`src/rtl/slr_pkg.sv`:
```
`timescale 1ns / 1ps
// ----------------------------------------------------------------------------
// slr_pkg
// Shared types and constants for the stereo linear resampler.
// ----------------------------------------------------------------------------
package slr_pkg;

  localparam int SAMPLE_BITS_DEF = 16;
  localparam int MAX_OUTPUTS_DEF = 8;

  localparam int FRAC_W   = 16;  // phase fraction, gain, multiplier steps
  localparam int PHASE_W  = 20;  // Q4.16 phase, also reciprocal quotient bits
  localparam int RATIO_W  = 20;  // Q4.16 smoothed ratio (0.125 .. 8.0)
  localparam int TARGET_W = 12;
  localparam int GAIN_W   = 16;

  localparam int CFG_ADDR_W = 1;
  localparam int CFG_DATA_W = 16;

  localparam int MUL_STEPS = FRAC_W;
  localparam int DIV_STEPS = PHASE_W;
  localparam int CYC_W     = $clog2(DIV_STEPS);

  localparam logic [TARGET_W-1:0] RATIO_MIN  = TARGET_W'(32);
  localparam logic [TARGET_W-1:0] RATIO_MAX  = TARGET_W'(2048);
  localparam logic [TARGET_W-1:0] TARGET_RST = TARGET_W'(256);
  localparam logic [GAIN_W-1:0]   GAIN_RST   = '1;
  localparam logic [RATIO_W-1:0]  RATIO_RST  = RATIO_W'(1) << FRAC_W;
  localparam logic [PHASE_W-1:0]  PHASE_ONE  = PHASE_W'(1) << FRAC_W;
  // remainder seed: 2^32 >> DIV_STEPS
  localparam logic [RATIO_W-1:0]  RECIP_REM0 = RATIO_W'(1) << (32 - DIV_STEPS);

  typedef enum logic [CFG_ADDR_W-1:0] {
    REG_TARGET_RATIO   = 1'b0,
    REG_SMOOTHING_GAIN = 1'b1
  } cfg_reg_t;

  typedef struct packed {
    logic load;
    logic step;
  } ser_ctl_t;

endpackage

```
`src/rtl/slr_ser_mul.sv`:
```
`timescale 1ns / 1ps
// ----------------------------------------------------------------------------
// slr_ser_mul
// Bit-serial signed x unsigned multiplier, LSB first, one multiplier bit per cycle
// while step is high. Gives floor((a*b + 2^(FRAC_W-1)) / 2^FRAC_W) after MUL_STEPS steps.
// ----------------------------------------------------------------------------
module slr_ser_mul
  import slr_pkg::*;
#(
  parameter int AW = 17
) (
  input  logic                clk,
  input  ser_ctl_t            ctl,
  input  logic signed [AW-1:0] a_i,
  input  logic [FRAC_W-1:0]   b_i,
  output logic signed [AW:0]  rnd_o
);

  logic signed [AW-1:0] a_r;
  logic [FRAC_W-1:0]    b_r;
  logic signed [AW-1:0] hi_r;
  logic [FRAC_W-1:0]    lo_r;
  logic signed [AW:0]   sum;

  assign sum = {hi_r[AW-1], hi_r} + (b_r[0] ? {a_r[AW-1], a_r} : '0);

  always_ff @(posedge clk) begin
    if (ctl.load) begin
      a_r  <= a_i;
      b_r  <= b_i;
      hi_r <= '0;
      lo_r <= '0;
    end else if (ctl.step) begin
      hi_r <= sum[AW:1];
      lo_r <= {sum[0], lo_r[FRAC_W-1:1]};
      b_r  <= b_r >> 1;
    end
  end

  assign rnd_o = {hi_r[AW-1], hi_r} + (AW+1)'(lo_r[FRAC_W-1]);

endmodule

```
`src/rtl/slr_recip.sv`:
```
`timescale 1ns / 1ps
// ----------------------------------------------------------------------------
// slr_recip
// Restoring divider, one quotient bit per cycle while step is high:
// (2^32 + s/2) / s, rounded phase step in Q4.16, for s in Q4.16 between 0.125 and 8.0.
// ----------------------------------------------------------------------------
module slr_recip
  import slr_pkg::*;
(
  input  logic               clk,
  input  ser_ctl_t           ctl,
  input  logic [RATIO_W-1:0] s_i,
  output logic [PHASE_W-1:0] q_o
);

  logic [RATIO_W-1:0] s_r;
  logic [RATIO_W-1:0] rem_r;
  logic [RATIO_W-1:0] dvd_r;
  logic [PHASE_W-1:0] q_r;
  logic [RATIO_W:0]   trial;
  logic               ge;

  assign trial = {rem_r, dvd_r[RATIO_W-1]};
  assign ge    = trial >= {1'b0, s_r};

  always_ff @(posedge clk) begin
    if (ctl.load) begin
      s_r   <= s_i;
      rem_r <= RECIP_REM0;
      dvd_r <= {1'b0, s_i[RATIO_W-1:1]};
      q_r   <= '0;
    end else if (ctl.step) begin
      rem_r <= ge ? RATIO_W'(trial - {1'b0, s_r}) : trial[RATIO_W-1:0];
      dvd_r <= dvd_r << 1;
      q_r   <= {q_r[PHASE_W-2:0], ge};
    end
  end

  assign q_o = q_r;

endmodule

```
`src/rtl/stereo_linear_resampler_top.sv`:
```
`timescale 1ns / 1ps
// ----------------------------------------------------------------------------
// stereo_linear_resampler_top
// Linear-interpolation sample-rate converter for stereo Q1.15 pairs.
// ----------------------------------------------------------------------------
// Usage:
//   in_*  : one stereo pair per beat, tdata = {right, left}, left in low bits.
//   out_* : interpolated pairs, same packing; tlast marks the final output
//           caused by an input pair.
//   cfg_* : write-only registers, index 0 target ratio (Q4.8), 1 smoothing
//           gain (Q0.16); write only while the block is idle.
//   Each output runs through ST_MUL, the bit-serial multiply (both
//   interpolations and the ratio smoothing run side by side), ST_SMOOTH to
//   fold results, ST_DIV, the one-bit-per-cycle reciprocal divider, and
//   ST_EMIT to load the output register. After its last output a pair
//   returns the block to idle before the next pair is taken; a pair that
//   causes no output is taken in idle alone. in_tready is high only between pairs.
//   The output register decouples the sides: a new pair is accepted while the
//   last result still waits. A stalled receiver holds the block in its emit
//   cycle until the output register frees up.
//   Reset (rst_n low, synchronous) clears phase, priming and ratio to 1.0;
//   the first pair after reset only primes the history.
// ----------------------------------------------------------------------------
module stereo_linear_resampler_top
  import slr_pkg::*;
#(
  parameter int SAMPLE_BITS = SAMPLE_BITS_DEF,
  parameter int MAX_OUTPUTS = MAX_OUTPUTS_DEF
) (
  input  logic                                   clk,
  input  logic                                   rst_n,
  input  logic                                   in_tvalid,
  output logic                                   in_tready,
  input  logic [((2*SAMPLE_BITS+7)/8)*8-1:0]     in_tdata,   // left_in, right_in
  output logic                                   out_tvalid,
  input  logic                                   out_tready,
  output logic [((2*SAMPLE_BITS+7)/8)*8-1:0]     out_tdata,  // left_out, right_out
  output logic                                   out_tlast,
  input  logic                                   cfg_we,
  input  logic [CFG_ADDR_W-1:0]                  cfg_addr,
  input  logic [CFG_DATA_W-1:0]                  cfg_wdata
);

  localparam int SB     = SAMPLE_BITS;
  localparam int DATA_W = ((2*SB+7)/8)*8;
  localparam int CNT_W  = $clog2(MAX_OUTPUTS + 1);

  typedef enum logic [4:0] {
    ST_IDLE   = 5'b00001,
    ST_MUL    = 5'b00010,
    ST_SMOOTH = 5'b00100,
    ST_DIV    = 5'b01000,
    ST_EMIT   = 5'b10000
  } state_t;

  state_t                state_r, state_nxt;
  logic [TARGET_W-1:0]   target_r;
  logic [GAIN_W-1:0]     gain_r;
  logic                  primed_r, primed_nxt;
  logic [PHASE_W-1:0]    phase_r, phase_nxt;
  logic [RATIO_W-1:0]    ratio_r, ratio_nxt;
  logic [CNT_W-1:0]      n_r, n_nxt;
  logic [CYC_W-1:0]      cyc_r, cyc_nxt;
  logic signed [SB-1:0]  prev_l_r, prev_l_nxt, prev_r_r, prev_r_nxt;
  logic signed [SB-1:0]  cur_l_r, cur_l_nxt, cur_r_r, cur_r_nxt;
  logic signed [SB-1:0]  ip_l_r, ip_l_nxt, ip_r_r, ip_r_nxt;
  logic signed [SB-1:0]  ol_r, ol_nxt, or_r, or_nxt;
  logic                  olast_r, olast_nxt;
  logic                  ovalid_r, ovalid_nxt;

  logic                  in_acc;
  logic signed [SB-1:0]  in_l, in_r, src_l, src_r;
  logic signed [SB:0]    d_l, d_r;
  logic signed [SB+1:0]  res_l, res_r;
  logic [TARGET_W-1:0]   tr_cl;
  logic [RATIO_W-1:0]    tgt;
  logic signed [RATIO_W:0]   rdiff;
  logic signed [RATIO_W+1:0] rdelta;
  logic [RATIO_W-1:0]    ratio_new;
  logic [PHASE_W-1:0]    step_q, ph_sum, ph_fin;
  logic [FRAC_W-1:0]     mul_t;
  logic [CNT_W-1:0]      n_inc;
  logic                  emit_last;
  ser_ctl_t              mul_ctl, div_ctl;

  // ---------------- configuration ----------------
  always_ff @(posedge clk) begin
    if (!rst_n) begin
      target_r <= TARGET_RST;
      gain_r   <= GAIN_RST;
    end else if (cfg_we) begin
      unique case (cfg_reg_t'(cfg_addr))
        REG_TARGET_RATIO:   target_r <= cfg_wdata[TARGET_W-1:0];
        REG_SMOOTHING_GAIN: gain_r   <= cfg_wdata[GAIN_W-1:0];
        default: ;
      endcase
    end
  end

  // ---------------- datapath ----------------
  assign in_l   = $signed(in_tdata[SB-1:0]);
  assign in_r   = $signed(in_tdata[2*SB-1:SB]);
  assign in_acc = in_tvalid && in_tready;

  assign src_l = (state_r == ST_IDLE) ? in_l : cur_l_r;
  assign src_r = (state_r == ST_IDLE) ? in_r : cur_r_r;
  assign d_l   = {src_l[SB-1], src_l} - {prev_l_r[SB-1], prev_l_r};
  assign d_r   = {src_r[SB-1], src_r} - {prev_r_r[SB-1], prev_r_r};

  // next output in a run interpolates at the phase being written this cycle
  assign mul_t = (state_r == ST_EMIT) ? ph_fin[FRAC_W-1:0] : phase_r[FRAC_W-1:0];

  assign tr_cl = (target_r < RATIO_MIN) ? RATIO_MIN :
                 (target_r > RATIO_MAX) ? RATIO_MAX : target_r;
  assign tgt   = {tr_cl, 8'd0};
  assign rdiff = $signed({1'b0, tgt} - {1'b0, ratio_r});
  assign ratio_new = ratio_r + rdelta[RATIO_W-1:0];

  slr_ser_mul #(.AW(SB+1)) u_mul_l (
    .clk(clk), .ctl(mul_ctl), .a_i(d_l), .b_i(mul_t), .rnd_o(res_l)
  );

  slr_ser_mul #(.AW(SB+1)) u_mul_r (
    .clk(clk), .ctl(mul_ctl), .a_i(d_r), .b_i(mul_t), .rnd_o(res_r)
  );

  slr_ser_mul #(.AW(RATIO_W+1)) u_mul_s (
    .clk(clk), .ctl(mul_ctl), .a_i(rdiff), .b_i(gain_r), .rnd_o(rdelta)
  );

  slr_recip u_recip (
    .clk(clk), .ctl(div_ctl), .s_i(ratio_new), .q_o(step_q)
  );

  assign ph_sum    = phase_r + step_q;
  assign n_inc     = n_r + CNT_W'(1);
  assign ph_fin    = (ph_sum < PHASE_ONE && n_inc >= CNT_W'(MAX_OUTPUTS)) ?
                     PHASE_ONE : ph_sum;
  assign emit_last = ph_fin >= PHASE_ONE;

  // ---------------- control ----------------
  always_comb begin
    state_nxt  = state_r;
    primed_nxt = primed_r;
    phase_nxt  = phase_r;
    ratio_nxt  = ratio_r;
    n_nxt      = n_r;
    cyc_nxt    = cyc_r;
    prev_l_nxt = prev_l_r;
    prev_r_nxt = prev_r_r;
    cur_l_nxt  = cur_l_r;
    cur_r_nxt  = cur_r_r;
    ip_l_nxt   = ip_l_r;
    ip_r_nxt   = ip_r_r;
    ol_nxt     = ol_r;
    or_nxt     = or_r;
    olast_nxt  = olast_r;
    ovalid_nxt = ovalid_r && !out_tready;
    mul_ctl    = '0;
    div_ctl    = '0;

    unique case (state_r)
      ST_IDLE: begin
        if (in_acc) begin
          if (!primed_r) begin
            primed_nxt = 1'b1;
            prev_l_nxt = in_l;
            prev_r_nxt = in_r;
          end else if (phase_r >= PHASE_ONE) begin
            phase_nxt  = phase_r - PHASE_ONE;
            prev_l_nxt = in_l;
            prev_r_nxt = in_r;
          end else begin
            cur_l_nxt    = in_l;
            cur_r_nxt    = in_r;
            n_nxt        = '0;
            cyc_nxt      = '0;
            mul_ctl.load = 1'b1;
            state_nxt    = ST_MUL;
          end
        end
      end
      ST_MUL: begin
        mul_ctl.step = 1'b1;
        cyc_nxt      = cyc_r + CYC_W'(1);
        if (cyc_r == CYC_W'(MUL_STEPS - 1)) begin
          state_nxt = ST_SMOOTH;
        end
      end
      ST_SMOOTH: begin
        ip_l_nxt     = SB'(prev_l_r + res_l[SB-1:0]);
        ip_r_nxt     = SB'(prev_r_r + res_r[SB-1:0]);
        ratio_nxt    = ratio_new;
        div_ctl.load = 1'b1;
        cyc_nxt      = '0;
        state_nxt    = ST_DIV;
      end
      ST_DIV: begin
        div_ctl.step = 1'b1;
        cyc_nxt      = cyc_r + CYC_W'(1);
        if (cyc_r == CYC_W'(DIV_STEPS - 1)) begin
          state_nxt = ST_EMIT;
        end
      end
      ST_EMIT: begin
        if (!ovalid_r || out_tready) begin
          ovalid_nxt = 1'b1;
          ol_nxt     = ip_l_r;
          or_nxt     = ip_r_r;
          olast_nxt  = emit_last;
          n_nxt      = n_inc;
          if (emit_last) begin
            phase_nxt  = ph_fin - PHASE_ONE;
            prev_l_nxt = cur_l_r;
            prev_r_nxt = cur_r_r;
            state_nxt  = ST_IDLE;
          end else begin
            phase_nxt    = ph_fin;
            cyc_nxt      = '0;
            mul_ctl.load = 1'b1;
            state_nxt    = ST_MUL;
          end
        end
      end
      default: state_nxt = ST_IDLE;
    endcase
  end

  always_ff @(posedge clk) begin
    if (!rst_n) begin
      state_r  <= ST_IDLE;
      primed_r <= 1'b0;
      phase_r  <= '0;
      ratio_r  <= RATIO_RST;
      n_r      <= '0;
      cyc_r    <= '0;
      ovalid_r <= 1'b0;
    end else begin
      state_r  <= state_nxt;
      primed_r <= primed_nxt;
      phase_r  <= phase_nxt;
      ratio_r  <= ratio_nxt;
      n_r      <= n_nxt;
      cyc_r    <= cyc_nxt;
      ovalid_r <= ovalid_nxt;
      prev_l_r <= prev_l_nxt;
      prev_r_r <= prev_r_nxt;
      cur_l_r  <= cur_l_nxt;
      cur_r_r  <= cur_r_nxt;
      ip_l_r   <= ip_l_nxt;
      ip_r_r   <= ip_r_nxt;
      ol_r     <= ol_nxt;
      or_r     <= or_nxt;
      olast_r  <= olast_nxt;
    end
  end

  assign in_tready  = (state_r == ST_IDLE);
  assign out_tvalid = ovalid_r;
  assign out_tlast  = olast_r;
  assign out_tdata  = DATA_W'({or_r, ol_r});

  // ---------------- checks ----------------
  a_ratio_range: assert property (@(posedge clk) disable iff (!rst_n)
    ratio_r >= {RATIO_MIN, 8'd0} && ratio_r <= {RATIO_MAX, 8'd0})
    else $error("smoothed ratio out of range");

  a_phase_below_one: assert property (@(posedge clk) disable iff (!rst_n)
    (state_r == ST_MUL) |-> phase_r < PHASE_ONE)
    else $error("interpolating with phase at or above one");

  a_out_from_emit: assert property (@(posedge clk) disable iff (!rst_n)
    $rose(ovalid_r) |-> $past(state_r == ST_EMIT))
    else $error("output raised outside emit");

  a_count_cap: assert property (@(posedge clk) disable iff (!rst_n)
    n_r <= CNT_W'(MAX_OUTPUTS))
    else $error("output count beyond cap");

  a_prime_idle: assert property (@(posedge clk) disable iff (!rst_n)
    !primed_r |-> state_r == ST_IDLE)
    else $error("busy before priming");

endmodule
```
`config.mk`:
```
export PLATFORM = sky130hd
export DESIGN_NAME = stereo_linear_resampler_top
export DESIGN_NICKNAME = d
export VERILOG_FILES = /design/src/rtl/slr_pkg.sv /design/src/rtl/slr_ser_mul.sv /design/src/rtl/slr_recip.sv /design/src/rtl/stereo_linear_resampler_top.sv
export SDC_FILE = /design/constraint.sdc
export NUM_CORES = 1
export LEC_CHECK = 0
export BUFFER_PORTS_ARGS = -buffer_cell sky130_fd_sc_hd__buf_4
export CAP_MARGIN = 10
export CORE_MARGIN = 5
export CORE_UTILIZATION = 57
export DETAILED_ROUTE_END_ITERATION = 8
export PLACE_DENSITY = 0.83
export SYNTH_ARGS = -nofsm -noshare
export SYNTH_HDL_FRONTEND = slang
export SYNTH_SLANG_ARGS = --single-unit
```
`constraint.sdc`:
```
create_clock -name clk -period 5.95 [get_ports clk]
set_input_delay 0.2975 -clock clk [delete_from_list [all_inputs] [get_ports clk]]
set_output_delay 0.2975 -clock clk [all_outputs]
set_load 0.03 [all_outputs]
```
Word-level counts from Yosys, hierarchy flattened --
Index checks and enable logic that the tools add are counted.
Cells by class: $lt $le $gt $ge 7, reductions and logical operators 22, add/subtract/negate cells 18, multiplexer cells 66, bitwise gates (word level) 2, equality and inequality tests 17
Operator list (number):
- $mux 16 | 19
- $mux 20 | 7
- $pmux 16 s2 | 2
- $mux 5 | 11
- $add 20x20->20 | 2
- $ge 20x17->1 const B | 2
- $pmux 20 s2 | 1
- $sub 20x17->20 const B | 2
- $mux 19 | 2
- $add 18x18->18 | 2
- $mux 18 | 2
- $sub 16x16->17 | 2
- $add 16x16->16 | 2
- $add 16x2->16 | 2
- $pmux 5 s5 | 1
- $mux 12 | 2
- $add 22x22->22 | 1
- $mux 22 | 1
- $ge 21x20->1 | 1
- $sub 20x20->21 | 1
- $add 20x2->20 | 1
- $lt 20x17->1 const B | 1
- $pmux 5 s4 | 1
- $sub 20x20->20 | 1
- other kinds (29) | 63
Storage, ports and cells: word-level logic and storage cells 167, bits in registers 499, output and inout bits 35

Logic depth before layout (Yosys ltp) --
word-level depth 9, depth in mapped cells 22, gate-level depth less buffers 20

Hierarchy --
Synthesis repeated with hierarchy kept, for this count alone.
Unflattened totals: cell total of the unflattened synthesis 2960, area, all modules 27840.5 um^2
By module, submodules not included:
- stereo_linear_resampler_top | instances 1, cells an instance 1605, area an instance 13870.8 um^2
- slr_recip | instances 1, cells an instance 406, area an instance 4197.8 um^2
- slr_ser_mul (u_mul_s) | instances 1, cells an instance 366, area an instance 3706.1 um^2
- slr_ser_mul (u_mul_r) | instances 1, cells an instance 293, area an instance 3076.7 um^2
- slr_ser_mul (u_mul_l) | instances 1, cells an instance 290, area an instance 2989.1 um^2

Worst setup path after synthesis --
OpenSTA, ideal clock, no wires.
kind register to register, from register phase_r[0], to register prev_l_r[0] (enable), stages on the path, launching flop included 21, arrival time 5.911 ns, buffers on the path 0, clock period less this slack 6.381 ns, setup slack -0.431 ns, library setup time 0.470 ns, cell sequence dfxtp_1 ha_1 inv_1 fa_1 nand2b_2 a211oi_4 o21a_2 o21ai_2 a31oi_2 xnor2_1 a31oi_1 inv_1 ha_1 nand4_1 nor4b_1 nand4_1 nor4b_2 nand4b_1 nand2_1 nor2_1 a211oi_1
On the way: longest elaborated chain between the ends 7
RTL lines:
- from (decl) | RTL line stereo_linear_resampler_top.sv:60 | logic [PHASE_W-1:0] phase_r, phase_nxt;
- from (signal assigned) | RTL line stereo_linear_resampler_top.sv:241 | phase_r <= phase_nxt;
- $add 20x20->20 (*) | RTL line stereo_linear_resampler_top.sv:135 | assign ph_sum = phase_r + step_q;
- $lt 20x17->1 | RTL line stereo_linear_resampler_top.sv:137 | assign ph_fin = (ph_sum < PHASE_ONE && n_inc >= CNT_W'(MAX_OUTPUTS)) ?
- $logic_and 1x1->1 | RTL line stereo_linear_resampler_top.sv:137
- $mux 20 (*) | RTL line stereo_linear_resampler_top.sv:137
- $ge 20x17->1 (*) | RTL line stereo_linear_resampler_top.sv:139 | assign emit_last = ph_fin >= PHASE_ONE;
- named net emit_last | RTL line stereo_linear_resampler_top.sv:83 | logic emit_last;
- $ne 2x2->1 (no source line) (*)
- $reduce_and 6->1 (no source line) (*)
- to (signal assigned) | RTL line stereo_linear_resampler_top.sv:246 | prev_l_r <= prev_l_nxt;
- to (decl) | RTL line stereo_linear_resampler_top.sv:64 | logic signed [SB-1:0] prev_l_r, prev_l_nxt, prev_r_r, prev_r_nxt;
Mark *: on every way through the listed nets, which the timed path passes. The rest lies on a longest branch. A chain may end at the register's enable or synchronous reset.

Worst setup path after layout --
from register phase_r[0], to register prev_l_r[13] (enable)
Same word-level chain as after synthesis.

==> impl_metrics.toml <==
[die]
core_sq_mm = 0.0439
io-pin-count = 89
die_h_microns = 220
fp.dieW_microns = 220
rows = 77
start_util_pct = 57.3
dieArea_sq_mm = 0.0484

[placed_design]
placed_cells = 3282
io_buffers = 88
hpwlAfterDp_microns = 39700
gp_congestion = 0.927
place_ws_ps = 834
dpl_cell_area_sq_mm = 0.0264

[critical_path]
r2r_end = "prev_l_r[13]$_DFFE_PP_"
r2r_setup_slack_ps = 760
worst-r2r-cell-count = 21
end_kind = "flip-flop"
worstPathArrival_ps = 5400
crit_required_ps = 6160
timing.rr.start = "phase_r[0]$_SDFFE_PN0P_"
cp_max_fo = 32
worstSetupPathType = "flip-flop to flip-flop"
worst_setup_path_start_kind = "flip-flop"

[synthesis]
syn_avg_cell_area_sq_um = 9.41
synth_compound_area_share_pct = 16.0
synthesis.area_sq_mm = 0.0252
synth-xor-area-share_pct = 5.19
synth.mux.area_fraction_pct = 1.16
synthSimpleGateAreaFrac_pct = 18.3
synth_top_family_by_area = "simple AND/OR/NAND/NOR gates"
yosysWarnings = 0
ys_seq_area_share_pct = 45.0
synth_adder_area_share_pct = 10.6
synth_fp_nets = 2931
netlist-cell-type-count = 83
synth_seq_cells = 438
ys_dominant_reg_cell = "edfxtp_1"
synthCells = 2672
synth-async-reset-ratio_pct = 0
synth-edff-count = 255

[sta]
worst_slew_pin_slew_ps = 1070
hold_slack_ps = 138
fin_setup_tns_ps = 0
clock-skew-final_ps = 38.4
finalSetupViolations = 0
rsz0062_at_grt = "false"
period_share_pct = 87.2
hold_viol = 0
slew_viol_final = 0
fin_ws_ps = 762
slew_headroom_pct = 28.0
min_period_ps = 5190
clock.fmax_ghz = 0.193

[route]
wl_met3_microns = 3500
met1_length_microns = 25200
drc = 0
drtIter0Drc = 1713
drtPass1Iterations = 7
wl_per_cell_microns = 17.2
highest_layer = "met4"
vias_per_cell = 5.82
met2WireLength_microns = 28100
wl_microns = 58600
vias = 19900
ant_nets = 0

[finish]
num-nets-final = 3046
final_common_cell = "nand2_1"
final_cells = 3418
final_cell_mix = "nand2_1, edfxtp_1, a21oi_1, nor2_1, ha_1"
fin_util_pct = 64.6
multi_input_area_sq_mm = 0.0129
area_delta_synth_final_pct = 12.8
antennaDiodeCount = 0
num-fill-cells = 3390
register_area_sq_mm = 0.0113
drive_gt1_share_pct = 8.14
design_area_sq_mm = 0.0284

[pwr]
p_total_mw = 10.7
power_leakage_nw = 11.8
powerDensity_mw_per_mm2 = 378
peakVddDrop_v = 0.000252

[hold_path]
hold_class = "primary input to flip-flop"
holdPathEnd = "gain_r[3]$_SDFFE_PN1P_"
hold_depth = 2
min_from = "rst_n"

[clock_network]
cts_sinks = 438
insertion_delay_ps = 600
cts_resized = 0
htreeDepth = 2
cts_tree = "yes"
cts.path.max_buffers = 3
cts-root-buf = "clkbuf_16"
numCtsBuffers = 47
clk_pin_slew_ps = 60

[run_status]
run_status = "completed"

[grt]
grt_pass1_wl_microns = 96100
overflow = 0
grt_max_degree = 82
grt_pass1_vias = 19500
grt_use_total_pct = 23.9
antenna_found_initial = 0

[run]
max_cap_violations = 0
-- power breakdown --
| group | internal, mW | switching [mW] |
|---|---|---|
| logic | 1.58 | 2.13 |
| registers | 3.82 | 0.284 |
| clock network | 1.68 | 1.23 |
| total | 7.07 | 3.64 |
-- layer usage --
layer	up-vias	global-route usage (%)
li1	9692	-
met1	9405	31.3
met2	651	40.9
met3	133	3.39
met4	0	8.20
met5	-	0
-- worst max-delay path by stage --
stage	startpoint	endpoint	slack, ps	cells after the start
after floorplan	phase_r[0]$_SDFFE_PN0P_	prev_l_r[0]$_DFFE_PP_	680	20
final	phase_r[0]$_SDFFE_PN0P_	prev_l_r[13]$_DFFE_PP_	760	21
after CTS	phase_r[0]$_SDFFE_PN0P_	u_mul_l.a_r[14]$_DFFE_PP_	780	19
after global placement	phase_r[0]$_SDFFE_PN0P_	u_mul_l.a_r[15]$_DFFE_PP_	1030	19
after global routing	phase_r[0]$_SDFFE_PN0P_	u_mul_l.hi_r[16]$_SDFFE_PP0P_	290	20
after detailed placement	phase_r[0]$_SDFFE_PN0P_	u_mul_l.a_r[14]$_DFFE_PP_	830	19
-- area by class of cell --
class                      count  share of cell area (%)
clock buffer                  64                    4.62
multi-input combinational   1998                    45.6
clock inverter                24                   0.746
timing repair buffer         155                    4.57
inverter                     147                    1.95
sequential                   438                    39.9
tap                          592                    2.61
-- flip-flops by register name, indices dropped and copies added (netlist names), 17 cells and up --
| name | count |
|---|---|
| u_mul_s.a_r | 21 |
| u_mul_s.hi_r | 21 |
| phase_r | 20 |
| ratio_r | 20 |
| u_recip.dvd_r | 20 |
| u_recip.q_o | 20 |
| u_recip.rem_r | 20 |
| u_recip.s_r | 20 |
| u_mul_l.a_r | 17 |
| u_mul_l.hi_r | 17 |
| u_mul_r.a_r | 17 |
| u_mul_r.hi_r | 17 |
-- critical path: stages, from the launching register on --
cell and delay, ps:
dfxtp_1 390, ha_1 190, inv_1 60, fa_1 410, nand2b_2 230, a211oi_4 330
o21a_2 230, o21ai_2 70, a31oi_2 190, xnor2_1 240, a31oi_1 150, inv_1 100
ha_1 180, nand4_1 110, nor4b_1 280, nand4_1 150, nor4b_2 260, nand4b_1 260
nand2_1 240, nor2_1 110, a211oi_4 180, buf_4 440
-- cells by family after synthesis --
family / after synthesis
compound gates: 619
mux: 23
fa+ha+maj: 205
simple gates: 1002
xor+xnor: 149
flops: 438
buf+inv: 236
-- cells in the mapped netlist, drive strengths merged, types with 9 or more instances --
cell | instances | area (sq um)
nand2 | 442 | 1660
edfxtp | 255 | 7660
a21oi | 207 | 1040
nor2 | 195 | 732
ha | 192 | 2400
dfxtp | 183 | 3660
inv | 147 | 552
o21ai | 117 | 589
xnor2 | 103 | 902
and2 | 86 | 538
clkbuf | 68 | 256
nand3 | 59 | 295
nor3 | 56 | 280
nor2b | 47 | 294
xor2 | 46 | 403
a21o | 37 | 278
a21boi | 35 | 263
o21a | 29 | 219
buf | 21 | 141
o21bai | 21 | 158
and3 | 19 | 120
nand2b | 19 | 121
a211oi | 18 | 148
a22o | 18 | 158
a31oi | 18 | 119
mux2 | 16 | 221
or3 | 16 | 100
a2bb2oi | 14 | 123
nand4 | 14 | 87.6
fa | 13 | 260
nand3b | 12 | 90.1
o211ai | 11 | 82.6
a211o | 10 | 87.6
o31ai | 10 | 75.1
nor3b | 9 | 67.6
o41ai | 9 | 93.8
-- timing repair --
item | CTS | global route
hold buffers | 48 | 0
endpoints found under the hold margin | 85 | 0
buffers inserted | 0 | 0
Note: power is estimated with default switching activity, not from simulation.
